<file path="src/rtl/assert_macros.svh">
// Assertion macros shared by the files that check their own logic.
`ifndef ASSERT_MACROS_SVH
`define ASSERT_MACROS_SVH

// Condition must hold in the same cycle as the trigger.
`define ASSERT_IMPLY(label, clk, rst, ante, cons, msg) \
  label: assert property (@(posedge clk) disable iff (rst) (ante) |-> (cons)) \
    else $error(msg);

// Condition must hold in the cycle after the trigger.
`define ASSERT_NEXT(label, clk, rst, ante, cons, msg) \
  label: assert property (@(posedge clk) disable iff (rst) (ante) |=> (cons)) \
    else $error(msg);

// Condition must hold at every edge out of reset.
`define ASSERT_HOLDS(label, clk, rst, cond, msg) \
  label: assert property (@(posedge clk) disable iff (rst) (cond)) \
    else $error(msg);

`endif

</file>
<file path="src/rtl/pid_pkg.sv">
// Shared widths, codes and controller/datapath signal groups of the PID step core.
package pid_pkg;

  localparam int DATA_W      = 32;
  localparam int OP_W        = 2;
  localparam int CFG_INDEX_W = 4;
  localparam int INTEG_W     = 64;
  localparam int ACC_W       = 65;
  localparam int FRAC_W      = 16;
  localparam int FULL_W      = 96;
  localparam int Q_W         = FULL_W - FRAC_W;
  localparam int DIVIDEND_W  = DATA_W + 1 + FRAC_W;

  // Request operation codes
  localparam logic [OP_W-1:0] OP_UPDATE    = 2'd0;
  localparam logic [OP_W-1:0] OP_START     = 2'd1;
  localparam logic [OP_W-1:0] OP_CLEAR_INT = 2'd2;
  localparam logic [OP_W-1:0] OP_UNUSED    = 2'd3;

  // Configuration register indexes
  localparam logic [CFG_INDEX_W-1:0] REG_SETPOINT = 4'd0;
  localparam logic [CFG_INDEX_W-1:0] REG_GAIN_P   = 4'd1;
  localparam logic [CFG_INDEX_W-1:0] REG_GAIN_I   = 4'd2;
  localparam logic [CFG_INDEX_W-1:0] REG_GAIN_D   = 4'd3;

  // Which product the shared multiplier is working on
  typedef logic [1:0] term_sel_t;
  localparam term_sel_t TERM_INC = 2'd0;
  localparam term_sel_t TERM_P   = 2'd1;
  localparam term_sel_t TERM_I   = 2'd2;
  localparam term_sel_t TERM_D   = 2'd3;

  typedef struct packed {
    logic      capture;
    logic      clear_integral;
    logic      load_ops;
    term_sel_t sel;
    logic      mul_lo;
    logic      mul_hi;
    logic      round;
    logic      integ_add;
    logic      acc_load;
    logic      acc_add;
    logic      div_load;
    logic      div_step;
    logic      rate_set;
    logic      rate_zero;
    logic      emit;
  } pid_cmd_t;

  typedef struct packed {
    logic out_free;
    logic dt_zero;
  } pid_status_t;

endpackage

</file>
<file path="src/rtl/pid_req_if.sv">
// Request channel: operation, process value and elapsed time.
interface pid_req_if import pid_pkg::*; ();
  logic              valid;
  logic              ready;
  logic [OP_W-1:0]   operation;
  logic signed [DATA_W-1:0] process_value;
  logic [DATA_W-1:0] delta_time;

  modport source (output valid, output operation, output process_value,
                  output delta_time, input ready);
  modport sink   (input valid, input operation, input process_value,
                  input delta_time, output ready);
endinterface

</file>
<file path="src/rtl/pid_rsp_if.sv">
// Result channel: drive value and its flags.
interface pid_rsp_if import pid_pkg::*; ();
  logic              valid;
  logic              ready;
  logic signed [DATA_W-1:0] drive_value;
  logic              saturated;
  logic              zero_interval;

  modport source (output valid, output drive_value, output saturated,
                  output zero_interval, input ready);
  modport sink   (input valid, input drive_value, input saturated,
                  input zero_interval, output ready);
endinterface

</file>
<file path="src/rtl/pid_datapath.sv">
// PID datapath: registers, shared multiplier, rounding, serial divider, output stage.
module pid_datapath import pid_pkg::*; (
  input  logic                     clk,
  input  logic                     rst,
  input  logic                     cfg_wr_en,
  input  logic [CFG_INDEX_W-1:0]   cfg_index,
  input  logic [DATA_W-1:0]        cfg_data,
  input  logic signed [DATA_W-1:0] process_value,
  input  logic [DATA_W-1:0]        delta_time,
  input  pid_cmd_t                 cmd,
  output pid_status_t              status,
  output logic                     out_valid,
  input  logic                     out_ready,
  output logic signed [DATA_W-1:0] drive_value,
  output logic                     saturated,
  output logic                     zero_interval
);

  localparam logic [DATA_W-1:0]  MAX32 = {1'b0, {(DATA_W-1){1'b1}}};
  localparam logic [DATA_W-1:0]  MIN32 = {1'b1, {(DATA_W-1){1'b0}}};
  localparam logic [INTEG_W-1:0] MAX64 = {1'b0, {(INTEG_W-1){1'b1}}};
  localparam logic [INTEG_W-1:0] MIN64 = {1'b1, {(INTEG_W-1){1'b0}}};
  localparam logic [FULL_W-1:0]  BIAS_POS = 96'h8000;
  localparam logic [FULL_W-1:0]  BIAS_NEG = 96'h7FFF;
  localparam logic [Q_W-1:0]     TERM_LIMIT = 80'd1 << 62;
  localparam logic [DIVIDEND_W-1:0] RATE_NEG_LIMIT = 49'h0_8000_0000;
  localparam logic [DIVIDEND_W-1:0] RATE_POS_LIMIT = 49'h0_7FFF_FFFF;

  function automatic logic [DATA_W-1:0] mag32(input logic [DATA_W-1:0] x);
    return x[DATA_W-1] ? (~x + 32'd1) : x;
  endfunction

  function automatic logic [INTEG_W-1:0] mag64(input logic [INTEG_W-1:0] x);
    return x[INTEG_W-1] ? (~x + 64'd1) : x;
  endfunction

  // Control-reset state
  logic [DATA_W-1:0]  setpoint, gain_p, gain_i, gain_d;
  logic [DATA_W-1:0]  last_error;
  logic [INTEG_W-1:0] integral;

  // Payload state
  logic [DATA_W-1:0]     err, dt, rate, ma, rem, drive;
  logic [INTEG_W-1:0]    mb, plo, phi, term;
  logic [ACC_W-1:0]      acc;
  logic [DIVIDEND_W-1:0] dq;
  logic                  neg, clip, zdt, de_neg, sat_out, zdt_out;

  // Combinational values
  logic [DATA_W:0]      diff, de, dmag, rem2, rdiff;
  logic                 diff_ovf, ge, drive_ovf, integ_ovf;
  logic [DATA_W-1:0]    err_next, mult_b, drive_next;
  logic [INTEG_W-1:0]   prod, qs, term_next;
  logic [FULL_W-1:0]    full;
  logic [Q_W-1:0]       q, qc;
  logic [INTEG_W:0]     isum;
  logic [ACC_W-1:0]     acc_sum;

  always_comb begin
    diff     = {setpoint[DATA_W-1], setpoint} - {process_value[DATA_W-1], process_value};
    diff_ovf = diff[DATA_W] != diff[DATA_W-1];
    err_next = diff_ovf ? (diff[DATA_W] ? MIN32 : MAX32) : diff[DATA_W-1:0];

    mult_b = cmd.mul_hi ? mb[INTEG_W-1:DATA_W] : mb[DATA_W-1:0];
    prod   = ma * mult_b;

    full      = {phi, 32'd0} + {32'd0, plo} + (neg ? BIAS_NEG : BIAS_POS);
    q         = full[FULL_W-1:FRAC_W];
    qc        = (q > TERM_LIMIT) ? TERM_LIMIT : q;
    qs        = qc[INTEG_W-1:0];
    term_next = neg ? (64'd0 - qs) : qs;

    isum      = {integral[INTEG_W-1], integral} + {term[INTEG_W-1], term};
    integ_ovf = isum[INTEG_W] != isum[INTEG_W-1];
    acc_sum   = acc + {term[INTEG_W-1], term};

    de   = {err[DATA_W-1], err} - {last_error[DATA_W-1], last_error};
    dmag = de[DATA_W] ? (~de + 33'd1) : de;

    rem2  = {rem, dq[DIVIDEND_W-1]};
    rdiff = rem2 - {1'b0, dt};
    ge    = rem2 >= {1'b0, dt};

    drive_ovf  = acc[ACC_W-1:DATA_W-1] != {(ACC_W-DATA_W+1){acc[DATA_W-1]}};
    drive_next = drive_ovf ? (acc[ACC_W-1] ? MIN32 : MAX32) : acc[DATA_W-1:0];
  end

  assign status.out_free = !out_valid || out_ready;
  assign status.dt_zero  = dt == '0;

  always_ff @(posedge clk) begin
    if (rst) begin
      setpoint   <= '0;
      gain_p     <= '0;
      gain_i     <= '0;
      gain_d     <= '0;
      last_error <= '0;
      integral   <= '0;
      out_valid  <= 1'b0;
    end else begin
      if (cfg_wr_en) begin
        unique case (cfg_index)
          REG_SETPOINT: setpoint <= cfg_data;
          REG_GAIN_P:   gain_p   <= cfg_data;
          REG_GAIN_I:   gain_i   <= cfg_data;
          REG_GAIN_D:   gain_d   <= cfg_data;
          default: ;
        endcase
      end
      if (cmd.clear_integral) begin
        integral <= '0;
      end else if (cmd.integ_add) begin
        integral <= integ_ovf ? (isum[INTEG_W] ? MIN64 : MAX64) : isum[INTEG_W-1:0];
      end
      if (cmd.emit) begin
        last_error <= err;
        out_valid  <= 1'b1;
      end else if (out_ready) begin
        out_valid <= 1'b0;
      end
    end
  end

  always_ff @(posedge clk) begin
    if (cmd.capture) begin
      err  <= err_next;
      clip <= diff_ovf;
      zdt  <= 1'b0;
      dt   <= delta_time;
    end
    if (cmd.load_ops) begin
      case (cmd.sel)
        TERM_INC: begin
          ma  <= dt;
          mb  <= {32'd0, mag32(err)};
          neg <= err[DATA_W-1];
        end
        TERM_P: begin
          ma  <= mag32(gain_p);
          mb  <= {32'd0, mag32(err)};
          neg <= gain_p[DATA_W-1] ^ err[DATA_W-1];
        end
        TERM_I: begin
          ma  <= mag32(gain_i);
          mb  <= mag64(integral);
          neg <= gain_i[DATA_W-1] ^ integral[INTEG_W-1];
        end
        default: begin
          ma  <= mag32(gain_d);
          mb  <= {32'd0, mag32(rate)};
          neg <= gain_d[DATA_W-1] ^ rate[DATA_W-1];
        end
      endcase
    end
    if (cmd.mul_lo) plo <= prod;
    if (cmd.mul_hi) phi <= prod;
    if (cmd.round)  term <= term_next;
    if (cmd.integ_add && integ_ovf) clip <= 1'b1;
    if (cmd.acc_load) begin
      acc <= {term[INTEG_W-1], term};
    end else if (cmd.acc_add) begin
      acc <= acc_sum;
    end
    if (cmd.div_load) begin
      de_neg <= de[DATA_W];
      dq     <= {dmag, 16'd0};
      rem    <= '0;
    end else if (cmd.div_step) begin
      rem <= ge ? rdiff[DATA_W-1:0] : rem2[DATA_W-1:0];
      dq  <= {dq[DIVIDEND_W-2:0], ge};
    end
    if (cmd.rate_zero) begin
      rate <= '0;
      zdt  <= 1'b1;
    end else if (cmd.rate_set) begin
      if (de_neg) begin
        if (dq > RATE_NEG_LIMIT) begin
          rate <= MIN32;
          clip <= 1'b1;
        end else begin
          rate <= 32'd0 - dq[DATA_W-1:0];
        end
      end else begin
        if (dq > RATE_POS_LIMIT) begin
          rate <= MAX32;
          clip <= 1'b1;
        end else begin
          rate <= dq[DATA_W-1:0];
        end
      end
    end
    if (cmd.emit) begin
      drive   <= drive_next;
      sat_out <= clip | drive_ovf;
      zdt_out <= zdt;
    end
  end

  assign drive_value   = drive;
  assign saturated     = sat_out;
  assign zero_interval = zdt_out;

endmodule

</file>
<file path="src/rtl/pid_ctrl.sv">
// PID sequencer: steps the datapath through the products, the division and the result.
module pid_ctrl import pid_pkg::*; (
  input  logic            clk,
  input  logic            rst,
  input  logic            req_valid,
  input  logic [OP_W-1:0] req_operation,
  output logic            req_ready,
  input  pid_status_t     status,
  output pid_cmd_t        cmd
);

  localparam int CNT_W = $clog2(DIVIDEND_W);
  localparam logic [CNT_W-1:0] CNT_LAST = CNT_W'(DIVIDEND_W - 1);

  localparam logic [3:0] S_IDLE   = 4'd0;
  localparam logic [3:0] S_LOAD   = 4'd1;
  localparam logic [3:0] S_MLO    = 4'd2;
  localparam logic [3:0] S_MHI    = 4'd3;
  localparam logic [3:0] S_ROUND  = 4'd4;
  localparam logic [3:0] S_USE    = 4'd5;
  localparam logic [3:0] S_DIV    = 4'd6;
  localparam logic [3:0] S_RATE   = 4'd7;
  localparam logic [3:0] S_FINISH = 4'd8;

  logic [3:0]       state, state_next;
  term_sel_t        term, term_next;
  logic             is_start, is_start_next;
  logic [CNT_W-1:0] count, count_next;

  assign req_ready = state == S_IDLE;

  always_comb begin
    state_next    = state;
    term_next     = term;
    is_start_next = is_start;
    count_next    = count;
    cmd           = '0;
    cmd.sel       = term;
    unique case (state)
      S_IDLE: begin
        if (req_valid) begin
          unique case (req_operation)
            OP_UPDATE: begin
              cmd.capture   = 1'b1;
              term_next     = TERM_INC;
              is_start_next = 1'b0;
              state_next    = S_LOAD;
            end
            OP_START: begin
              cmd.capture        = 1'b1;
              cmd.clear_integral = 1'b1;
              term_next          = TERM_P;
              is_start_next      = 1'b1;
              state_next         = S_LOAD;
            end
            OP_CLEAR_INT: cmd.clear_integral = 1'b1;
            OP_UNUSED: ;
            default: ;
          endcase
        end
      end
      S_LOAD: begin
        cmd.load_ops = 1'b1;
        state_next   = S_MLO;
      end
      S_MLO: begin
        cmd.mul_lo = 1'b1;
        state_next = S_MHI;
      end
      S_MHI: begin
        cmd.mul_hi = 1'b1;
        state_next = S_ROUND;
      end
      S_ROUND: begin
        cmd.round  = 1'b1;
        state_next = S_USE;
      end
      S_USE: begin
        unique case (term)
          TERM_INC: begin
            cmd.integ_add = 1'b1;
            if (status.dt_zero) begin
              cmd.rate_zero = 1'b1;
              term_next     = TERM_P;
              state_next    = S_LOAD;
            end else begin
              cmd.div_load = 1'b1;
              count_next   = '0;
              state_next   = S_DIV;
            end
          end
          TERM_P: begin
            cmd.acc_load = 1'b1;
            if (is_start) begin
              state_next = S_FINISH;
            end else begin
              term_next  = TERM_I;
              state_next = S_LOAD;
            end
          end
          TERM_I: begin
            cmd.acc_add = 1'b1;
            term_next   = TERM_D;
            state_next  = S_LOAD;
          end
          default: begin
            cmd.acc_add = 1'b1;
            state_next  = S_FINISH;
          end
        endcase
      end
      S_DIV: begin
        cmd.div_step = 1'b1;
        count_next   = count + 1'b1;
        if (count == CNT_LAST) state_next = S_RATE;
      end
      S_RATE: begin
        cmd.rate_set = 1'b1;
        term_next    = TERM_P;
        state_next   = S_LOAD;
      end
      S_FINISH: begin
        if (status.out_free) begin
          cmd.emit   = 1'b1;
          state_next = S_IDLE;
        end
      end
      default: state_next = S_IDLE;
    endcase
  end

  always_ff @(posedge clk) begin
    if (rst) begin
      state    <= S_IDLE;
      term     <= TERM_INC;
      is_start <= 1'b0;
      count    <= '0;
    end else begin
      state    <= state_next;
      term     <= term_next;
      is_start <= is_start_next;
      count    <= count_next;
    end
  end

endmodule

</file>
<file path="src/rtl/pid_controller_step_core.sv">
// A start forms the proportional product and writes the result; an update forms the
// integral increment, divides for the rate unless the interval is zero, then forms the
// three gain products. Clear-integral and unused codes are taken while idle and give no
// result. One request at a time: the next is accepted the cycle after the result is
// written; the 49-step serial divider, shared 32x32 multiplier and output stalls set the pace.
// Reset (synchronous, active high) clears gains, setpoint, last error, integral and the
// result valid flag; no clearing pass is needed.
`include "assert_macros.svh"

module pid_controller_step_core import pid_pkg::*; (
  input  logic                   clk,
  input  logic                   rst,
  input  logic                   cfg_wr_en,
  input  logic [CFG_INDEX_W-1:0] cfg_index,
  input  logic [DATA_W-1:0]      cfg_data,
  pid_req_if.sink                req,
  pid_rsp_if.source              rsp
);

  pid_cmd_t    cmd;
  pid_status_t status;
  logic [4:0]  unit_use;

  // Sequencer: takes a request when idle, then walks the error capture, the integral
  // increment, rate division and gain products (only P for a start), one product at a time.
  pid_ctrl u_ctrl (
    .clk           (clk),
    .rst           (rst),
    .req_valid     (req.valid),
    .req_operation (req.operation),
    .req_ready     (req.ready),
    .status        (status),
    .cmd           (cmd)
  );

  // Datapath: configuration registers, loop state, the shared multiplier with its
  // half-up rounding, the restoring divider and the result register. The result
  // register parts the two sides: a finished result waits there while the next
  // request is already being worked on; only the final write waits for it to drain.
  pid_datapath u_dp (
    .clk           (clk),
    .rst           (rst),
    .cfg_wr_en     (cfg_wr_en),
    .cfg_index     (cfg_index),
    .cfg_data      (cfg_data),
    .process_value (req.process_value),
    .delta_time    (req.delta_time),
    .cmd           (cmd),
    .status        (status),
    .out_valid     (rsp.valid),
    .out_ready     (rsp.ready),
    .drive_value   (rsp.drive_value),
    .saturated     (rsp.saturated),
    .zero_interval (rsp.zero_interval)
  );

  assign unit_use = {cmd.mul_lo, cmd.mul_hi, cmd.round, cmd.div_step, cmd.emit};

  // Never overwrite a result that has not been taken.
  `ASSERT_IMPLY(a_emit_into_free_slot, clk, rst, cmd.emit, status.out_free, "result overwritten")
  // A written result shows on the output in the next cycle.
  `ASSERT_NEXT(a_emit_shows_result, clk, rst, cmd.emit, rsp.valid, "result not presented")
  // The multiplier, rounding, divider and output stage are used one at a time.
  `ASSERT_HOLDS(a_one_unit_busy, clk, rst, $onehot0(unit_use), "datapath units overlap")
  // No request is taken while the divider is stepping.
  `ASSERT_IMPLY(a_busy_no_request, clk, rst, cmd.div_step, !req.ready, "request taken while busy")

endmodule
</file>
<file path="src/flat_wrapper.sv">
// flat-port wrapper written by rule: the top's interface ports become plain ports
module pid_controller_step_core_flat import pid_pkg::*;
  (clk, rst, cfg_wr_en, cfg_index, cfg_data, req_valid, req_operation, req_process_value, req_delta_time, req_ready, rsp_valid, rsp_drive_value, rsp_saturated, rsp_zero_interval, rsp_ready);
  pid_req_if req_i ();
  pid_rsp_if rsp_i ();
  input  logic clk;
  input  logic rst;
  input  logic cfg_wr_en;
  input  logic [CFG_INDEX_W-1:0] cfg_index;
  input  logic [DATA_W-1:0] cfg_data;
  input wire logic [$bits(req_i.valid)-1:0] req_valid;
  input wire logic [$bits(req_i.operation)-1:0] req_operation;
  input wire logic [$bits(req_i.process_value)-1:0] req_process_value;
  input wire logic [$bits(req_i.delta_time)-1:0] req_delta_time;
  output wire logic [$bits(req_i.ready)-1:0] req_ready;
  output wire logic [$bits(rsp_i.valid)-1:0] rsp_valid;
  output wire logic [$bits(rsp_i.drive_value)-1:0] rsp_drive_value;
  output wire logic [$bits(rsp_i.saturated)-1:0] rsp_saturated;
  output wire logic [$bits(rsp_i.zero_interval)-1:0] rsp_zero_interval;
  input wire logic [$bits(rsp_i.ready)-1:0] rsp_ready;
  assign req_i.valid = req_valid;
  assign req_i.operation = req_operation;
  assign req_i.process_value = req_process_value;
  assign req_i.delta_time = req_delta_time;
  assign req_ready = req_i.ready;
  assign rsp_valid = rsp_i.valid;
  assign rsp_drive_value = rsp_i.drive_value;
  assign rsp_saturated = rsp_i.saturated;
  assign rsp_zero_interval = rsp_i.zero_interval;
  assign rsp_i.ready = rsp_ready;
  pid_controller_step_core u_core (.clk(clk), .rst(rst), .cfg_wr_en(cfg_wr_en), .cfg_index(cfg_index), .cfg_data(cfg_data), .req(req_i), .rsp(rsp_i));
endmodule
</file>
<file path="config.mk">
export PLATFORM = sky130hd
export DESIGN_NAME = pid_controller_step_core_flat
export DESIGN_NICKNAME = d
export VERILOG_FILES = /design/src/rtl/pid_pkg.sv /design/src/rtl/pid_req_if.sv /design/src/rtl/pid_rsp_if.sv /design/src/rtl/pid_datapath.sv /design/src/rtl/pid_ctrl.sv /design/src/rtl/pid_controller_step_core.sv /design/src/flat_wrapper.sv
export VERILOG_INCLUDE_DIRS = /design/src /design/src/rtl
export SDC_FILE = /design/constraint.sdc
export NUM_CORES = 2
export LEC_CHECK = 0
export ABC_AREA = 1
export ABC_CLOCK_PERIOD_IN_PS = 28200
export BUFFER_PORTS_ARGS = -buffer_cell sky130_fd_sc_hd__buf_2
export CAP_MARGIN = 20
export CORE_MARGIN = 4
export CORE_UTILIZATION = 50
export DETAILED_ROUTE_END_ITERATION = 6
export HOLD_SLACK_MARGIN = 0.08
export PLACE_DENSITY = 0.77
export SLEW_MARGIN = 20
export SYNTH_ARGS = -nofsm -noshare
export SYNTH_HDL_FRONTEND = slang
export SYNTH_SLANG_ARGS = --single-unit
</file>
<file path="constraint.sdc">
create_clock -name clk -period 28.2 [get_ports clk]
set_input_delay 0 -clock clk [delete_from_list [all_inputs] [get_ports clk]]
set_output_delay 0 -clock clk [all_outputs]
set_load 0.05 [all_outputs]
</file>
# --- After elaboration in Yosys (flattened, before gate mapping) ---
# Index checks and enable logic that the tools add are counted.
# Widths: inputs -> output; s select.
word_totals:
  word_cells: 194
  inputBits: 107
  regBits: 806
op_classes:
  mul: 1
  magnitude_cmp: 4
  n_bitwise: 11
  add_sub_neg: 17
  n_mux: 76
  reduce_logical: 26
  n_eq_ne: 29
op_table:
  columns: ["op", "n"]
  rows:
  - ["$mux 32", 14]
  - ["$mux 64", 5]
  - ["$add 32x1->32 const B", 5]
  - ["$not 32->32", 5]
  - ["$mux 65", 2]
  - ["$pmux 64 s2", 1]
  - ["$mux 49", 2]
  - ["$add 96x16->96", 1]
  - ["$add 96x64->96", 1]
  - ["$pmux 32 s3", 1]
  - ["$gt 80x63->1 const B", 1]
  - ["$sub 32x32->33", 2]
  - ["$add 64x64->65", 1]
  - ["$add 65x65->65", 1]
  - ["$add 64x1->64 const B", 1]
  - ["$mul 32x32->64", 1]
  - ["$not 64->64", 1]
  - ["$sub 1x64->64 const A", 1]
  - ["$gt 49x31->1 const B", 1]
  - ["$gt 49x32->1 const B", 1]
  - ["$pmux 4 s9", 1]
  - ["$add 33x1->33 const B", 1]
  - ["$ge 33x32->1", 1]
  - ["$mux 33", 1]
  - ["46 further kinds", 112]

# --- Depth between registers and ports, before layout ---
depth:
  word_depth: 11
  depth_mapped: 40
  ltp_nobuf: 38

# --- Modules after synthesis ---
# A second synthesis with hierarchy kept.
hier_totals:
  hier_cells: 12388
  area_unflattened_um2: 91713.0
modules_own_cells:
  columns: ["module", "seq_area_each_um2", "n_inst", "area_per_inst_um2", "cells_each"]
  rows:
  - ["pid_datapath", 20739.9, 1, 90677.0, 12226]
  - ["pid_ctrl", 260.2, 1, 1036.0, 162]

# --- Worst setup path after synthesis ---
# No wires, ideal clock.
synth_timing:
  kind: "register to register"
  start: "register u_core.u_ctrl.state[1]"
  end: "register u_core.u_dp.phi[51], data pin"
  path_buffers: 3
  arrival_ns: 10.066
  path_slack_ns: 17.864
  path_stages_with_launch: 37
  path_cell_list: "dfxtp_1 > nand2_1 > nor2_1 > clkbuf_1 > clkbuf_1 > or2_2 > o21ai_1 > clkbuf_1 > nor2_1 > fa_1 > inv_1 > fa_1 > fa_1 > fa_1 > inv_1 > fa_1 > inv_1 > fa_1 > inv_1 > fa_1 > inv_1 > fa_1 > inv_1 > ha_1 > a21oi_1 > o21a_1 > a21boi_0 > o21bai_1 > a21boi_2 > o21ai_0 > a21boi_1 > inv_1 > nand2_1 > nand2_1 > a21oi_1 > o21ai_0 > xor2_1"
synth_via:
  elab_chain_cells: 4
synth_rtl:
  columns: ["element", "line", "text"]
  rows:
  - ["start: declaration", "pid_ctrl.sv:25", "logic [3:0] state, state_next;"]
  - ["start signal: assignment", "pid_ctrl.sv:139", "state <= state_next;"]
  - ["$eq 4x2->1", "pid_ctrl.sv:39", "unique case (state)"]
  - ["$mux 1", "pid_ctrl.sv:39", null]
  - ["$mux 32", "pid_datapath.sv:64", "mult_b = cmd.mul_hi ? mb[INTEG_W-1:DATA_W] : mb[DATA_W-1:0];"]
  - ["$mul 32x32->64", "pid_datapath.sv:65", "prod = ma * mult_b;"]
  - ["named net u_core.u_dp.prod[51]", "pid_datapath.sv:53", "logic [INTEG_W-1:0] prod, qs, term_next;"]
  - ["end signal: assignment", "pid_datapath.sv:156", "if (cmd.mul_hi) phi <= prod;"]
  - ["end: declaration", "pid_datapath.sv:44", "logic [INTEG_W-1:0] mb, plo, phi, term;"]
# The timed path passes the listed nets, and every way through them passes these cells.
# A chain may end at the register's enable or synchronous reset.

# --- Final worst setup path ---
layout_timing:
  start: "register u_core.u_ctrl.state[1]"
  end: "register u_core.u_dp.plo[51], data pin"
layout_via:
  elab_chain_cells: 4
layout_rtl:
  columns: ["element", "line", "text"]
  rows:
  - ["$eq 4x2->1", "pid_ctrl.sv:39", null]
  - ["$mux 1", "pid_ctrl.sv:39", null]
  - ["$mux 32", "pid_datapath.sv:64", null]
  - ["$mul 32x32->64", "pid_datapath.sv:65", null]
  - ["named net u_core.u_dp.prod[51]", "pid_datapath.sv:53", null]
  - ["end signal: assignment", "pid_datapath.sv:155", "if (cmd.mul_lo) plo <= prod;"]
  - ["end: declaration", "pid_datapath.sv:44", null]
# The timed path passes the listed nets, and every way through them passes these cells.

==> impl_metrics.json <==
{
  "core_sq_um": 183000,
  "hold_path_startpoint": "req_process_value[9]",
  "syn2layout_area_growth_pct": 8.87,
  "worstRegToRegCells": 35,
  "skew_ps": 105,
  "syn_nets": 14036,
  "first_pass_iters": 7,
  "synth-edff-count": 486,
  "max_slew.worst_pin.slew_ps": 1140,
  "violations": "design-rule violations",
  "cts_made_buffers": 93,
  "reg2reg_setup_slack_ps": 17250,
  "gr-usage-all-layers_pct": 34.8,
  "final_common_cell": "nand2_1",
  "cts-resized-gates": 0,
  "maxCapViolations": 0,
  "start_util_pct": 50.2,
  "rows": 157,
  "period_minus_slack_ps": 10950,
  "ctsHoldBuffers": 156,
  "clk-insertion-delay-late_ps": 760,
  "wl_per_cell_um": 22.4,
  "synthFlopType": "edfxtp_1",
  "worst_path_max_delay_cell": "clkinv_1",
  "synth_seq_area_share_pct": 22.9,
  "worstSetupPathType": "reg -> reg",
  "clockBufferDepth": 3,
  "syn_area_sq_um": 91900,
  "finalSetupViolCount": 0,
  "chipHeight_um": 437,
  "dieArea_sq_um": 191000,
  "holdPathEnd": "u_core.u_dp.err[9]",
  "crit_path_end_kind": "flip-flop",
  "layout.nets": 14148,
  "fillers": 17188,
  "synth_cells": 12476,
  "holdPathStages": 5,
  "htreeDepth": 3,
  "vias_per_cell": 5.71,
  "cp_common_cell": "inv_1",
  "cts.sinks": 806,
  "clk_pin_slew_ps": 60,
  "mostFrequentLayoutCells": "2,514 x nand2_1, 2,271 x inv_1, 1,466 x nor2_1, 901 x fa_1, 850 x a21oi_1",
  "drc": 2,
  "yosysWarningCount": 0,
  "cts_setup_buffers": 0,
  "cpPeakStageDelay_ps": 900,
  "overflow": 0,
  "routed_wl_um": 339000,
  "finalMaxSlewViolations": 0,
  "port_buffers": 142,
  "synthArstFlopShare_pct": 0,
  "postSynthAreaPerCell_sq_um": 7.36,
  "timing.final.crit_share_pct": 38.8,
  "outcome": "finished with violations",
  "timing.slew.headroom_pct": 24.3,
  "grt_pass1_vias": 83169,
  "hold_class": "in -> reg",
  "io_pins": 143,
  "max_freq_ghz": 0.0914,
  "timing.rr.end": "u_core.u_dp.plo[51]",
  "dr.first_iter.drc_count": 9587,
  "crit_family": "adder cells",
  "timing.rr.start": "u_core.u_ctrl.state[1]",
  "grt_max_degree": 125,
  "crit_path_start_kind": "flip-flop",
  "place.gp.congestion": 1.04,
  "via_count": 86474,
  "path_max_fanout": 32,
  "path_buf_inv": 10,
  "die_x_um": 437,
  "tritoncts": "yes",
  "grt_setup_unrepaired": "false",
  "clockRootBuffer": "clkbuf_16",
  "synth_cell_types": 73,
  "worst_ep_required_time_ps": 28650,
  "synth-seq-cells": 806,
  "grt_antenna_before_repair": 7,
  "tns_ps": 0,
  "cp.arrival_ps": 11400,
  "grt_first_pass_wirelength_um": 507000,
  "antenna_left": 0,
  "hold_viol": 0,
  "hpwl_um": 268000,
  "final_layout_size_suffix_gt1_share_pct": 5.16
}
-- metal layers --
metal  up-vias  track usage [%]  wire length [um]
met1     40392             44.2            128000
met4         0             23.1             28300
li1      40051                -                 -
met5         -                0                 0
met3      1127             7.02             36200
met2      4904             53.9            147000
-- cell families (layout without fill, tap and decap cells) --
logic type	after synthesis	in the layout	share of synthesized area, %
and+or+nand+nor	4974	4974	22.4
buffers and inverters	2729	2918	11.3
AOI/OAI and AO/OA	2177	2177	13.1
adders and majority gates	1453	1453	27.2
DFF	806	806	22.9
xor gates and xnor gates	336	336	3.22
muxes	1	1	0.0109
other	0	10	0
-- synthesized netlist by cell type, types with 8 or more instances --
cell	instances	area share [%]
buf_1	16	0.065
o21a_1	37	0.30
nand3b_1	43	0.35
inv_2	17	0.069
nor3b_1	9	0.074
fa_1	901	20
or2_2	70	0.48
a21oi_1	852	4.6
a31oi_1	129	0.88
inv_1	2275	9.3
clkinv_1	29	0.12
nand2_2	15	0.10
edfxtp_1	486	16
clkbuf_1	358	1.5
o21ai_1	63	0.34
o211ai_1	33	0.27
nand3_1	405	2.2
nand4_1	125	0.85
o21bai_1	27	0.22
o22ai_1	40	0.27
nor2_2	38	0.26
a211oi_1	8	0.065
dfxtp_1	320	7.0
ha_1	552	7.5
and3_1	9	0.061
nor2_1	1474	6.0
xnor2_1	127	1.2
a21boi_0	22	0.18
nand2_1	2519	10
o221ai_1	30	0.29
nor3_2	16	0.17
nor4_1	54	0.37
o41ai_1	41	0.39
o21ai_0	798	4.3
nor3_1	181	0.99
o31ai_1	21	0.17
buf_2	23	0.13
a21o_1	11	0.090
xor2_1	207	2.0
-- registers in the layout, summed over array words and instances, names as in the netlist, 2 cells and up --
register                 flops
u_core.u_ctrl.state          4
u_core.u_dp.setpoint        32
u_core.u_dp.dt              32
u_core.u_dp.mb              64
u_core.u_dp.acc             65
u_core.u_dp.plo             64
u_core.u_dp.last_error      32
u_core.u_dp.rem             32
u_core.u_dp.ma              32
u_core.u_dp.gain_d          32
u_core.u_dp.dq              49
u_core.u_dp.err             32
u_core.u_dp.drive_value     32
u_core.u_dp.term            64
u_core.u_dp.gain_i          32
u_core.u_dp.rate            32
u_core.u_dp.phi             64
u_core.u_ctrl.term           2
u_core.u_dp.integral        64
u_core.u_dp.gain_p          32
u_core.u_ctrl.count          6
-- final cells by class --
type                    instances  area (sq um)  share of cell area (%)
diodes                         10          25.0                  0.0250
clock buffers                 117          2530                    2.53
clock inverters                55           678                   0.678
inverters                    2321          8710                    8.71
multi-input cells            8941         60700                    60.7
flip-flops and latches        806         21000                    21.0
well taps                    2464          3080                    3.08
repair buffers                425          3250                    3.25
-- worst max path at each step --
stage / start / endpoint / slack (ps) / cells past startpoint
2_1_floorplan: u_core.u_ctrl.state[1] / u_core.u_dp.phi[51] / 17860 / 36
3_3_place_gp: u_core.u_ctrl.state[1] / u_core.u_dp.phi[51] / 17720 / 35
3_5_place_dp: u_core.u_ctrl.state[1] / u_core.u_dp.phi[51] / 17500 / 35
4_1_cts: u_core.u_ctrl.state[1] / u_core.u_dp.plo[51] / 17430 / 35
5_1_grt: u_core.u_ctrl.state[1] / u_core.u_dp.phi[51] / 16660 / 35
6_report: u_core.u_ctrl.state[1] / u_core.u_dp.plo[51] / 17250 / 35
-- tightest hold or removal path, cell delays in order --
cell,delay (ps)
buf_2,90
inv_1,60
ha_1,210
xnor2_1,150
o21ai_0,160
-- through the flow --
stage	cell area [sq um]	cells	util (%)	hold WS [ps]	setup WS, ps
after global placement	95200	14800	52.0	178	17720
after global routing	100000	15129	54.7	122	16660
after CTS	100000	15128	54.7	82.4	17430
after floorplan	91900	12476	-	98.9	17860
after detailed placement	95200	14800	52.0	178	17500
final	100000	15139	54.7	140	17250
Power is left out: the tool's default activity adds up to more than one toggle a clock period on the data nets, which glitch-free logic cannot reach.
